`src/sv/tcct_pkg.sv`:
```
// Shared types, widths and codes for the text console cursor tracker.
`timescale 1ns / 1ps
`default_nettype none
package tcct_pkg;

	// field and register widths
	localparam int COORD_BITS = 16;
	localparam int DIM_BITS   = 13;
	localparam int CNT_BITS   = 16;
	localparam int MODE_BITS  = 4;
	localparam int ATTR_BITS  = 16;
	localparam int WIDE_BITS  = COORD_BITS + 2;

	// iterative divider: one quotient bit per cycle
	localparam int DIV_STEPS = CNT_BITS;
	localparam int STEP_BITS = $clog2(DIV_STEPS);

	// buffer dimension limits
	localparam logic [DIM_BITS-1:0] DIM_MIN = DIM_BITS'(1);
	localparam logic [DIM_BITS-1:0] DIM_MAX = DIM_BITS'(4096);

	// register reset values
	localparam logic [DIM_BITS-1:0]  WIDTH_RST = DIM_BITS'(80);
	localparam logic [DIM_BITS-1:0]  COUNT_RST = DIM_BITS'(25);
	localparam logic [ATTR_BITS-1:0] ATTR_RST  = ATTR_BITS'(7);

	// configuration port
	localparam int APB_ADDR_BITS = 4;
	localparam int APB_DATA_BITS = 32;
	localparam logic [1:0] REG_LINE_WIDTH = 2'd0;
	localparam logic [1:0] REG_LINE_COUNT = 2'd1;
	localparam logic [1:0] REG_FILL_ATTR  = 2'd2;

	// command codes
	localparam logic [MODE_BITS-1:0] MODE_CR       = 4'd0;
	localparam logic [MODE_BITS-1:0] MODE_LF       = 4'd1;
	localparam logic [MODE_BITS-1:0] MODE_ADVANCE  = 4'd2;
	localparam logic [MODE_BITS-1:0] MODE_BACK     = 4'd3;
	localparam logic [MODE_BITS-1:0] MODE_LEFT     = 4'd4;
	localparam logic [MODE_BITS-1:0] MODE_RIGHT    = 4'd5;
	localparam logic [MODE_BITS-1:0] MODE_FROM_ORG = 4'd6;
	localparam logic [MODE_BITS-1:0] MODE_TO_ORG   = 4'd7;
	localparam logic [MODE_BITS-1:0] MODE_SET      = 4'd8;
	localparam logic [MODE_BITS-1:0] MODE_INIT     = 4'd9;
	localparam logic [MODE_BITS-1:0] MODE_SYNC     = 4'd10;

	typedef logic signed [COORD_BITS-1:0] coord_t;
	typedef logic signed [WIDE_BITS-1:0]  wide_t;

	// controller to datapath commands
	typedef struct packed {
		logic load;   // capture the input beat, start the divider
		logic step;   // one divider iteration
		logic exec;   // apply the command, load the output register
	} dp_cmd_t;

endpackage
`default_nettype wire

```
`src/sv/tcct_ctrl.sv`:
```
// Command sequencer: input/output handshake, divider step count, output valid.
`timescale 1ns / 1ps
`default_nettype none
module tcct_ctrl (
	input  wire                   clk,
	input  wire                   arst_n,
	input  wire                   in_valid,
	output logic                  in_ready,
	output logic                  out_valid,
	input  wire                   out_ready,
	output tcct_pkg::dp_cmd_t     cmd
);

	localparam logic [1:0] ST_IDLE = 2'd0;
	localparam logic [1:0] ST_DIV  = 2'd1;
	localparam logic [1:0] ST_EXEC = 2'd2;

	localparam logic [tcct_pkg::STEP_BITS-1:0] LAST_STEP =
		tcct_pkg::STEP_BITS'(tcct_pkg::DIV_STEPS - 1);

	logic [1:0]                    state_q;
	logic [tcct_pkg::STEP_BITS-1:0] step_q;
	logic                          out_valid_q;
	logic                          out_free;

	assign in_ready  = (state_q == ST_IDLE);
	assign out_valid = out_valid_q;
	assign out_free  = !out_valid_q || out_ready;

	// commands
	always_comb begin
		cmd.load = (state_q == ST_IDLE) && in_valid;
		cmd.step = (state_q == ST_DIV);
		cmd.exec = (state_q == ST_EXEC) && out_free;
	end

	// state machine
	always_ff @(posedge clk or negedge arst_n) begin
		if (!arst_n) begin
			state_q <= ST_IDLE;
			step_q  <= '0;
		end else begin
			case (state_q)
				ST_IDLE: begin
					if (in_valid) begin
						state_q <= ST_DIV;
						step_q  <= '0;
					end
				end
				ST_DIV: begin
					step_q <= step_q + tcct_pkg::STEP_BITS'(1);
					if (step_q == LAST_STEP) begin
						state_q <= ST_EXEC;
					end
				end
				ST_EXEC: begin
					if (out_free) begin
						state_q <= ST_IDLE;
					end
				end
				default: begin
					state_q <= ST_IDLE;
				end
			endcase
		end
	end

	// output beat valid: set on exec, cleared when taken
	always_ff @(posedge clk or negedge arst_n) begin
		if (!arst_n) begin
			out_valid_q <= 1'b0;
		end else if (cmd.exec) begin
			out_valid_q <= 1'b1;
		end else if (out_ready) begin
			out_valid_q <= 1'b0;
		end
	end

`ifndef SYNTHESIS
	a_load_starts_div: assert property (@(posedge clk) disable iff (!arst_n)
		(in_valid && in_ready) |=> (state_q == ST_DIV && step_q == '0))
		else $error("accepted beat did not start the divider");
	a_div_len: assert property (@(posedge clk) disable iff (!arst_n)
		(state_q == ST_DIV && step_q == LAST_STEP) |=> (state_q == ST_EXEC))
		else $error("divider did not finish after its last step");
	a_no_overwrite: assert property (@(posedge clk) disable iff (!arst_n)
		(out_valid_q && !out_ready) |=> (out_valid_q && !$past(cmd.exec)))
		else $error("pending result overwritten");
`endif

endmodule
`default_nettype wire

```
`src/sv/tcct_dp.sv`:
```
// Datapath: command capture, count/width divider, cursor and origin state, result register.
`timescale 1ns / 1ps
`default_nettype none
module tcct_dp (
	input  wire                                 clk,
	input  wire                                 arst_n,
	input  tcct_pkg::dp_cmd_t                   cmd,
	input  wire  [tcct_pkg::MODE_BITS-1:0]      mode,
	input  wire  [tcct_pkg::CNT_BITS-1:0]       count,
	input  wire  [tcct_pkg::COORD_BITS-1:0]     new_x,
	input  wire  [tcct_pkg::COORD_BITS-1:0]     new_y,
	input  wire  [tcct_pkg::DIM_BITS-1:0]       line_width,
	input  wire  [tcct_pkg::DIM_BITS-1:0]       line_count,
	output logic [tcct_pkg::COORD_BITS-1:0]     cursor_x,
	output logic [tcct_pkg::COORD_BITS-1:0]     cursor_y,
	output logic                                cursor_moved,
	output logic                                scroll_up,
	output logic                                out_of_range,
	output logic [tcct_pkg::COORD_BITS-1:0]     origin_y
);

	localparam tcct_pkg::coord_t C_ONE = tcct_pkg::coord_t'(1);
	localparam tcct_pkg::wide_t  W_ONE = tcct_pkg::wide_t'(1);

	// captured command
	logic [tcct_pkg::MODE_BITS-1:0] mode_q;
	tcct_pkg::coord_t               nx_q, ny_q;
	logic                           cnt_zero_q;

	// divider
	logic [tcct_pkg::CNT_BITS-1:0]  quo_q;
	logic [tcct_pkg::DIM_BITS-1:0]  rem_q;
	logic [tcct_pkg::DIM_BITS-1:0]  rem_sh;
	logic                           rem_ge;

	// cursor and origin
	tcct_pkg::coord_t cur_x_q, cur_y_q, org_x_q, org_y_q;

	// next values
	tcct_pkg::coord_t nx, ny, nox, noy;
	logic             mv, sc, oor;

	logic [tcct_pkg::DIM_BITS-1:0] w, h;
	tcct_pkg::wide_t  we, he, xe, ye, re;
	tcct_pkg::coord_t quo_c, y_minus_q, base_x, base_y, sum_x, row_q;
	logic             sum_wrap;

	// clamp dimensions to 1..4096
	always_comb begin
		if (line_width == '0)                 w = tcct_pkg::DIM_MIN;
		else if (line_width > tcct_pkg::DIM_MAX) w = tcct_pkg::DIM_MAX;
		else                                  w = line_width;
		if (line_count == '0)                 h = tcct_pkg::DIM_MIN;
		else if (line_count > tcct_pkg::DIM_MAX) h = tcct_pkg::DIM_MAX;
		else                                  h = line_count;
	end

	// restoring division step, remainder stays below w
	assign rem_sh = {rem_q[tcct_pkg::DIM_BITS-2:0], quo_q[tcct_pkg::CNT_BITS-1]};
	assign rem_ge = (rem_sh >= w);

	always_ff @(posedge clk) begin
		if (cmd.load) begin
			mode_q     <= mode;
			nx_q       <= tcct_pkg::coord_t'(new_x);
			ny_q       <= tcct_pkg::coord_t'(new_y);
			cnt_zero_q <= (count == '0);
			quo_q      <= count;
			rem_q      <= '0;
		end else if (cmd.step) begin
			rem_q <= rem_ge ? (rem_sh - w) : rem_sh;
			quo_q <= {quo_q[tcct_pkg::CNT_BITS-2:0], rem_ge};
		end
	end

	// shared terms
	assign we    = tcct_pkg::wide_t'(w);
	assign he    = tcct_pkg::wide_t'(h);
	assign xe    = tcct_pkg::wide_t'(cur_x_q);
	assign ye    = tcct_pkg::wide_t'(cur_y_q);
	assign re    = tcct_pkg::wide_t'(rem_q);
	assign quo_c = tcct_pkg::coord_t'(quo_q);
	assign y_minus_q = cur_y_q - quo_c;
	assign base_x = (mode_q == tcct_pkg::MODE_FROM_ORG) ? org_x_q : cur_x_q;
	assign base_y = (mode_q == tcct_pkg::MODE_FROM_ORG) ? org_y_q : cur_y_q;
	assign sum_x  = tcct_pkg::coord_t'(tcct_pkg::wide_t'(base_x) + re);
	assign row_q  = base_y + quo_c;
	assign sum_wrap = (tcct_pkg::wide_t'(sum_x) >= we);

	// command decode
	always_comb begin
		nx  = cur_x_q;
		ny  = cur_y_q;
		nox = org_x_q;
		noy = org_y_q;
		mv  = 1'b0;
		sc  = 1'b0;
		case (mode_q)
			tcct_pkg::MODE_CR: begin
				nx = '0;
				mv = 1'b1;
			end
			tcct_pkg::MODE_LF: begin
				if (ye + W_ONE == he) begin
					sc  = 1'b1;
					noy = org_y_q - C_ONE;
				end else begin
					ny = cur_y_q + C_ONE;
					mv = 1'b1;
				end
			end
			tcct_pkg::MODE_ADVANCE: begin
				if (xe + W_ONE >= we) begin
					nx = '0;
					if (ye + W_ONE == he) begin
						sc  = 1'b1;
						noy = org_y_q - C_ONE;
					end else begin
						ny = cur_y_q + C_ONE;
					end
				end else begin
					nx = cur_x_q + C_ONE;
				end
				mv = 1'b1;
			end
			tcct_pkg::MODE_BACK: begin
				if (cur_x_q != '0) begin
					nx = cur_x_q - C_ONE;
				end else begin
					ny = cur_y_q - C_ONE;
					nx = tcct_pkg::coord_t'(we - W_ONE);
				end
				mv = 1'b1;
			end
			tcct_pkg::MODE_LEFT: begin
				if (!cnt_zero_q) begin
					// borrow one row when the remainder passes the column
					if (re > xe) begin
						ny = y_minus_q - C_ONE;
						nx = tcct_pkg::coord_t'(we - re + xe);
					end else begin
						ny = y_minus_q;
						nx = tcct_pkg::coord_t'(xe - re);
					end
					mv = 1'b1;
				end
			end
			tcct_pkg::MODE_RIGHT, tcct_pkg::MODE_FROM_ORG: begin
				if (!cnt_zero_q || mode_q == tcct_pkg::MODE_FROM_ORG) begin
					if (sum_wrap) begin
						nx = tcct_pkg::coord_t'(tcct_pkg::wide_t'(sum_x) - we);
						ny = row_q + C_ONE;
					end else begin
						nx = sum_x;
						ny = row_q;
					end
					mv = 1'b1;
				end
			end
			tcct_pkg::MODE_TO_ORG: begin
				nx = org_x_q;
				ny = org_y_q;
				mv = 1'b1;
			end
			tcct_pkg::MODE_SET: begin
				nx = nx_q;
				ny = ny_q;
				mv = 1'b1;
			end
			tcct_pkg::MODE_INIT: begin
				nx  = nx_q;
				ny  = ny_q;
				nox = nx_q;
				noy = ny_q;
				mv  = 1'b1;
			end
			tcct_pkg::MODE_SYNC: begin
				mv = 1'b1;
			end
			default: begin
				mv = 1'b0;
			end
		endcase
		oor = mv && (nx[tcct_pkg::COORD_BITS-1] || tcct_pkg::wide_t'(nx) >= we ||
		             ny[tcct_pkg::COORD_BITS-1] || tcct_pkg::wide_t'(ny) >= he);
	end

	// cursor and origin state
	always_ff @(posedge clk or negedge arst_n) begin
		if (!arst_n) begin
			cur_x_q <= '0;
			cur_y_q <= '0;
			org_x_q <= '0;
			org_y_q <= '0;
		end else if (cmd.exec) begin
			cur_x_q <= nx;
			cur_y_q <= ny;
			org_x_q <= nox;
			org_y_q <= noy;
		end
	end

	// result register
	always_ff @(posedge clk) begin
		if (cmd.exec) begin
			cursor_x     <= nx;
			cursor_y     <= ny;
			cursor_moved <= mv;
			scroll_up    <= sc;
			out_of_range <= oor;
			origin_y     <= noy;
		end
	end

endmodule
`default_nettype wire

```
`src/sv/text_console_cursor_tracker_top.sv`:
```
// Top level: stream ports, configuration registers, sequencer and datapath.
//
// Usage: one command beat enters on the s_ channel (s_tuser = mode, s_tdata =
// count, new_x, new_y) and exactly one result beat leaves on the m_ channel.
// The register port sets line width, line count and the scroll fill attribute;
// write it only while no command is in flight.
// Sequence: an accepted command runs through the bit-serial count/width divider
// after the capture, then the apply step loads the output register and raises
// m_tvalid. A new command is accepted only once the previous one is applied;
// the capture, the divider steps and the apply step of two commands never overlap.
// s_tready is high only while the sequencer is idle. A result not yet taken
// waits in the output register while the next command is accepted and divided;
// that command then holds before its apply cycle until m_tready frees the
// register, so nothing is lost or repeated when the receiver stalls.
// Reset (arst_n low) clears cursor and origin to zero, empties the output and
// restores width 80, count 25 and fill attribute 7.
`timescale 1ns / 1ps
`default_nettype none
module text_console_cursor_tracker_top (
	input  wire         clk,
	input  wire         arst_n,
	// command stream
	input  wire         s_tvalid,
	output logic        s_tready,
	input  wire  [47:0] s_tdata,   // count[15:0], new_x[31:16], new_y[47:32]
	input  wire  [3:0]  s_tuser,   // mode[3:0]
	// result stream
	output logic        m_tvalid,
	input  wire         m_tready,
	output logic [55:0] m_tdata,   // cursor_x[15:0], cursor_y[31:16], cursor_moved[32],
	                               // scroll_up[33], out_of_range[34], origin_y[50:35], zero
	// configuration port
	input  wire         psel,
	input  wire         penable,
	input  wire         pwrite,
	input  wire  [3:0]  paddr,
	input  wire  [31:0] pwdata,
	output logic [31:0] prdata,
	output logic        pready
);

	logic [tcct_pkg::DIM_BITS-1:0]  line_width_q;
	logic [tcct_pkg::DIM_BITS-1:0]  line_count_q;
	logic [tcct_pkg::ATTR_BITS-1:0] fill_attr_q;
	logic                           cfg_wr;
	logic [1:0]                     reg_idx;

	tcct_pkg::dp_cmd_t              cmd;
	logic [tcct_pkg::COORD_BITS-1:0] cursor_x, cursor_y, origin_y;
	logic                           cursor_moved, scroll_up, out_of_range;

	// register port
	assign pready  = 1'b1;
	assign reg_idx = paddr[3:2];
	assign cfg_wr  = psel && penable && pwrite && pready;

	always_ff @(posedge clk or negedge arst_n) begin
		if (!arst_n) begin
			line_width_q <= tcct_pkg::WIDTH_RST;
			line_count_q <= tcct_pkg::COUNT_RST;
			fill_attr_q  <= tcct_pkg::ATTR_RST;
		end else if (cfg_wr) begin
			case (reg_idx)
				tcct_pkg::REG_LINE_WIDTH: line_width_q <= pwdata[tcct_pkg::DIM_BITS-1:0];
				tcct_pkg::REG_LINE_COUNT: line_count_q <= pwdata[tcct_pkg::DIM_BITS-1:0];
				tcct_pkg::REG_FILL_ATTR:  fill_attr_q  <= pwdata[tcct_pkg::ATTR_BITS-1:0];
				default: begin
				end
			endcase
		end
	end

	always_comb begin
		case (reg_idx)
			tcct_pkg::REG_LINE_WIDTH: prdata = 32'(line_width_q);
			tcct_pkg::REG_LINE_COUNT: prdata = 32'(line_count_q);
			tcct_pkg::REG_FILL_ATTR:  prdata = 32'(fill_attr_q);
			default:                  prdata = '0;
		endcase
	end

	tcct_ctrl u_ctrl (
		.clk       (clk),
		.arst_n    (arst_n),
		.in_valid  (s_tvalid),
		.in_ready  (s_tready),
		.out_valid (m_tvalid),
		.out_ready (m_tready),
		.cmd       (cmd)
	);

	tcct_dp u_dp (
		.clk          (clk),
		.arst_n       (arst_n),
		.cmd          (cmd),
		.mode         (s_tuser),
		.count        (s_tdata[15:0]),
		.new_x        (s_tdata[31:16]),
		.new_y        (s_tdata[47:32]),
		.line_width   (line_width_q),
		.line_count   (line_count_q),
		.cursor_x     (cursor_x),
		.cursor_y     (cursor_y),
		.cursor_moved (cursor_moved),
		.scroll_up    (scroll_up),
		.out_of_range (out_of_range),
		.origin_y     (origin_y)
	);

	// pack the result beat
	assign m_tdata = {5'b0, origin_y, out_of_range, scroll_up, cursor_moved, cursor_y, cursor_x};

endmodule
`default_nettype wire
```
`config.mk`:
```
export PLATFORM = sky130hd
export DESIGN_NAME = text_console_cursor_tracker_top
export DESIGN_NICKNAME = d
export VERILOG_FILES = /design/src/sv/tcct_pkg.sv /design/src/sv/tcct_ctrl.sv /design/src/sv/tcct_dp.sv /design/src/sv/text_console_cursor_tracker_top.sv
export SDC_FILE = /design/constraint.sdc
export NUM_CORES = 1
export LEC_CHECK = 0
export ABC_AREA = 1
export BUFFER_PORTS_ARGS = -buffer_cell sky130_fd_sc_hd__buf_2
export CAP_MARGIN = 20
export CORE_MARGIN = 4
export CORE_UTILIZATION = 45
export CTS_CLUSTER_DIAMETER = 80
export DETAILED_ROUTE_END_ITERATION = 16
export GPL_ROUTABILITY_DRIVEN = 1
export GPL_TIMING_DRIVEN = 0
export PLACE_DENSITY = 0.61
export REMOVE_ABC_BUFFERS = 1
export SYNTH_ARGS = -nofsm -noshare
export SYNTH_HDL_FRONTEND = slang
export SYNTH_SLANG_ARGS = --single-unit
```
`constraint.sdc`:
```
create_clock -name clk -period 8.39 [get_ports clk]
set_input_delay 0.839 -clock clk [delete_from_list [all_inputs] [get_ports clk]]
set_output_delay 0.839 -clock clk [all_outputs]
set_load 0.005 [all_outputs]
```
==> run metrics <==
status completed; Worst Reg-to-Reg Cells 41; fin util 50.6%; max_cap viols 0; period utilization 93.0%; initial core utilization 45.7%; gr ovfl total 0; Syn Area/Cell 6.79 µm²; DP Area 23200 µm²; RSZ-0062 raised after global routing no; largest net degree at the start of global routing 82; fin cells 3962; Setup WS post-layout 0.591 ns; Fill cells 4889; worst path bufs/invs 5; CP Capture Type register; max-slew violations 0; area leader, netlist nand2_1; final setup fails 0; number of synthesized flops with an enable pin 104; count of cell types in the netlist 67; HP Class in -> async; # IOs 186; f_max 128 MHz; Synth Register Bits 230; worst skew pair latency 0.61 ns; via count 23.0k; Post-DRT Antenna Nets 0; Final Critical Period 7.80 ns; register area 6220 µm²; routability congestion estimate 0.972; Die ar. 52400 µm²; Clock Path Buffers 3; critical path depth in cells 41; design area 24300 µm²; vias in the first global route 21.6k; critical path startpoint category register; Worst-path clk slew 0.06 ns; CTS Hold Buffers Added 0; GRT Total Usage 31.4%; PwrDens 484 nW/µm²; RR Endpoint u_dp.out_of_range; multi-input logic area 13500 µm²; Placed Cells 3900; Fin Clk Skew 0.0328 ns; H-tree depth 1; Netlist Area Pre-Place 22000 µm²; DRC Markers 0; pre-CTS WS -0.305 ns; max incr delay on CP 0.49 ns; main combinational cell family by area after synthesis simple AND/OR/NAND/NOR gates; Die Wd 229 µm; Max VDD drop 0.201 mV; drt pass-1 iters 6; max_slew headroom 16.9%; Tot Pwr 11800 µW; post-synthesis simple-gate area fraction 29.0%; drt wl/cell 21.7 µm; synth warn 0; nets@finish 3586; Die Span Y 229 µm; P&R area growth vs syn 10.7%; DRT Wirelength 85.9 mm; CTS Root Cell clkbuf_16; number of diodes 0; kind of critical path reg -> reg; CTS tree built; Least-Margin Pin Slew 1.25 ns; worst r2r src u_dp.mode_q[3]; # clock sinks 230; std cell rows 80; Synth Area in XOR/XNOR 3.99%; top cell family by delay on the critical path simple AND/OR/NAND/NOR gates; reg2reg setup slack 0.59 ns; DR iter-0 viols 2585; top-area cell type share of the netlist area 14.3%; crit path max fanout 27; WP data required 8.69 ns; synth top area cells nand2_1, edfxtp_1, dfrtp_1; final hold vios 0; layout cell share with drive strength beyond 1 9.53%; CTS Buf Count 31; WP data arrival 8.10 ns; Worst Setup SP u_dp.mode_q[3]; post-synthesis mux area share 0.154%; Synth async-reset ratio 49.1%; Setup crit end u_dp.out_of_range; compound-cell area share of the yosys netlist 17.9%; post-DR vias/cell 5.79; top_reg_cell synth dfrtp_1; first-pass GRT wire length 129 mm; synthesized instance count 3237; register area share after synthesis 28.3%; LEAKAGE 0.0117 µW; initial antenna violation count 2; total core area 48000 µm²; buffers added on ports 145; final HPWL from detailed placement 67.9 mm; area share of fa/ha/maj cells after synthesis 9.90%; Worst path most repeated cell nand3_1; CP max stage cell edfxtp_1
worst min path at each step:
stage               slack (ns)  cells after the start           endpoint        startpoint
floorplan                 0.45                      2   u_dp.org_x_q[10]  u_dp.org_x_q[10]
global route              0.16                      1  u_ctrl.state_q[0]            arst_n
global placement          0.47                      2    fill_attr_q[12]   fill_attr_q[12]
detailed placement        0.48                      2     fill_attr_q[3]    fill_attr_q[3]
CTS                       0.14                      1  u_ctrl.state_q[0]            arst_n
finish                    0.14                      1  u_ctrl.state_q[0]            arst_n
per-stage QoR:
stage | hold slack, ns | setup TNS, ns
final | 0.142 | 0
after global routing | 0.163 | 0
after CTS | 0.144 | 0
after detailed placement | 0.476 | -0.305
after global placement | 0.467 | -163.29
after floorplan | 0.453 | 0
flip-flops by register name, indices dropped and copies added (netlist names):
name               flops
u_dp.cursor_moved      1
u_dp.scroll_up         1
u_dp.out_of_range      1
u_dp.cur_y_q          16
u_dp.ny_q             16
u_dp.nx_q             16
u_dp.cursor_y         16
u_dp.cnt_zero_q        1
u_dp.quo_c            16
line_width_q          13
u_dp.rem_q            13
u_dp.origin_y         16
u_dp.cursor_x         16
u_ctrl.out_valid       1
line_count_q          13
u_dp.org_y_q          16
fill_attr_q           16
u_dp.org_x_q          16
u_dp.cur_x_q          16
u_ctrl.state_q         2
u_dp.mode_q            4
u_ctrl.step_q          4
per-layer routing:
metal / GRT usage [%] / vias up / wire length [µm] / share of wire (%)
met2: 45.6 / 1051 / 35100 / 41
met4: 6.60 / 2 / 2100 / 2.4
met1: 48.1 / 10784 / 39800 / 46
li1: - / 10987 / - / -
met3: 6.34 / 127 / 8860 / 10
met5: 0 / - / 7 / 0.0082
synth_stat cells (66+ instances only):
library cell / instances
inv_1: 419
o211ai_1: 66
ha_1: 161
xor2_1: 68
o21ai_0: 278
dfrtp_1: 105
edfxtp_1: 104
a21oi_1: 188
nand2_1: 839
nor2_1: 246
nand3_1: 202
clkbuf_1: 72
area by class of cell:
cell class | count | share of cell area, %
clock inverter | 17 | 0.823
timing repair buffer | 166 | 4.44
tap | 615 | 3.16
inverter | 436 | 6.76
sequential | 230 | 25.6
multi-input combinational | 2457 | 55.6
clock buffer | 41 | 3.60
what timing repair did:
action	4_1_cts	5_1_grt
gates resized for setup	1	4
pin swaps	0	1
buffers inserted	0	3
cloned	0	1
endpoints found under the setup margin	1	1
power by group:
group / total (µW) / leakage (µW) / internal (µW) / switching, µW
logic: 8190 / 0.00872 / 2820 / 5370
clock network: 1400 / 0.000535 / 835 / 567
registers: 2180 / 0.00246 / 1530 / 649
total: 11800 / 0.0117 / 5180 / 6590
kinds of logic (layout without fill, tap and decap cells):
family,after synthesis,in the layout
XOR/XNOR,100,100
other,2,22
AND/OR/NAND/NOR,1477,1478
buffers and inverters,571,660
AO/OA/AOI/OAI,685,685
adder cells (fa/ha/maj),169,169
flip-flops,230,230
multiplexers,3,3
layout by cell type (no fill, tap or decap), types with 9 or more instances in the layout:
| master | instances |
|---|---|
| nand2_2 | 16 |
| nand3_1 | 202 |
| ha_1 | 161 |
| dfxtp_1 | 13 |
| dfrtp_1 | 105 |
| a31oi_1 | 14 |
| o22ai_1 | 11 |
| nand4_1 | 60 |
| edfxtp_1 | 104 |
| inv_1 | 416 |
| nor2_4 | 9 |
| o211ai_1 | 66 |
| a21oi_1 | 188 |
| inv_2 | 12 |
| a211oi_1 | 11 |
| nor2_1 | 239 |
| nor3_1 | 36 |
| nand3b_1 | 15 |
| o21ai_0 | 277 |
| o21ai_1 | 35 |
| a221oi_1 | 19 |
| clkbuf_16 | 33 |
| buf_2 | 144 |
| nor2_2 | 22 |
| conb_1 | 22 |
| xor2_1 | 68 |
| xnor2_1 | 32 |
| nand2_1 | 838 |
Note: power is estimated with default switching activity, not from simulation.
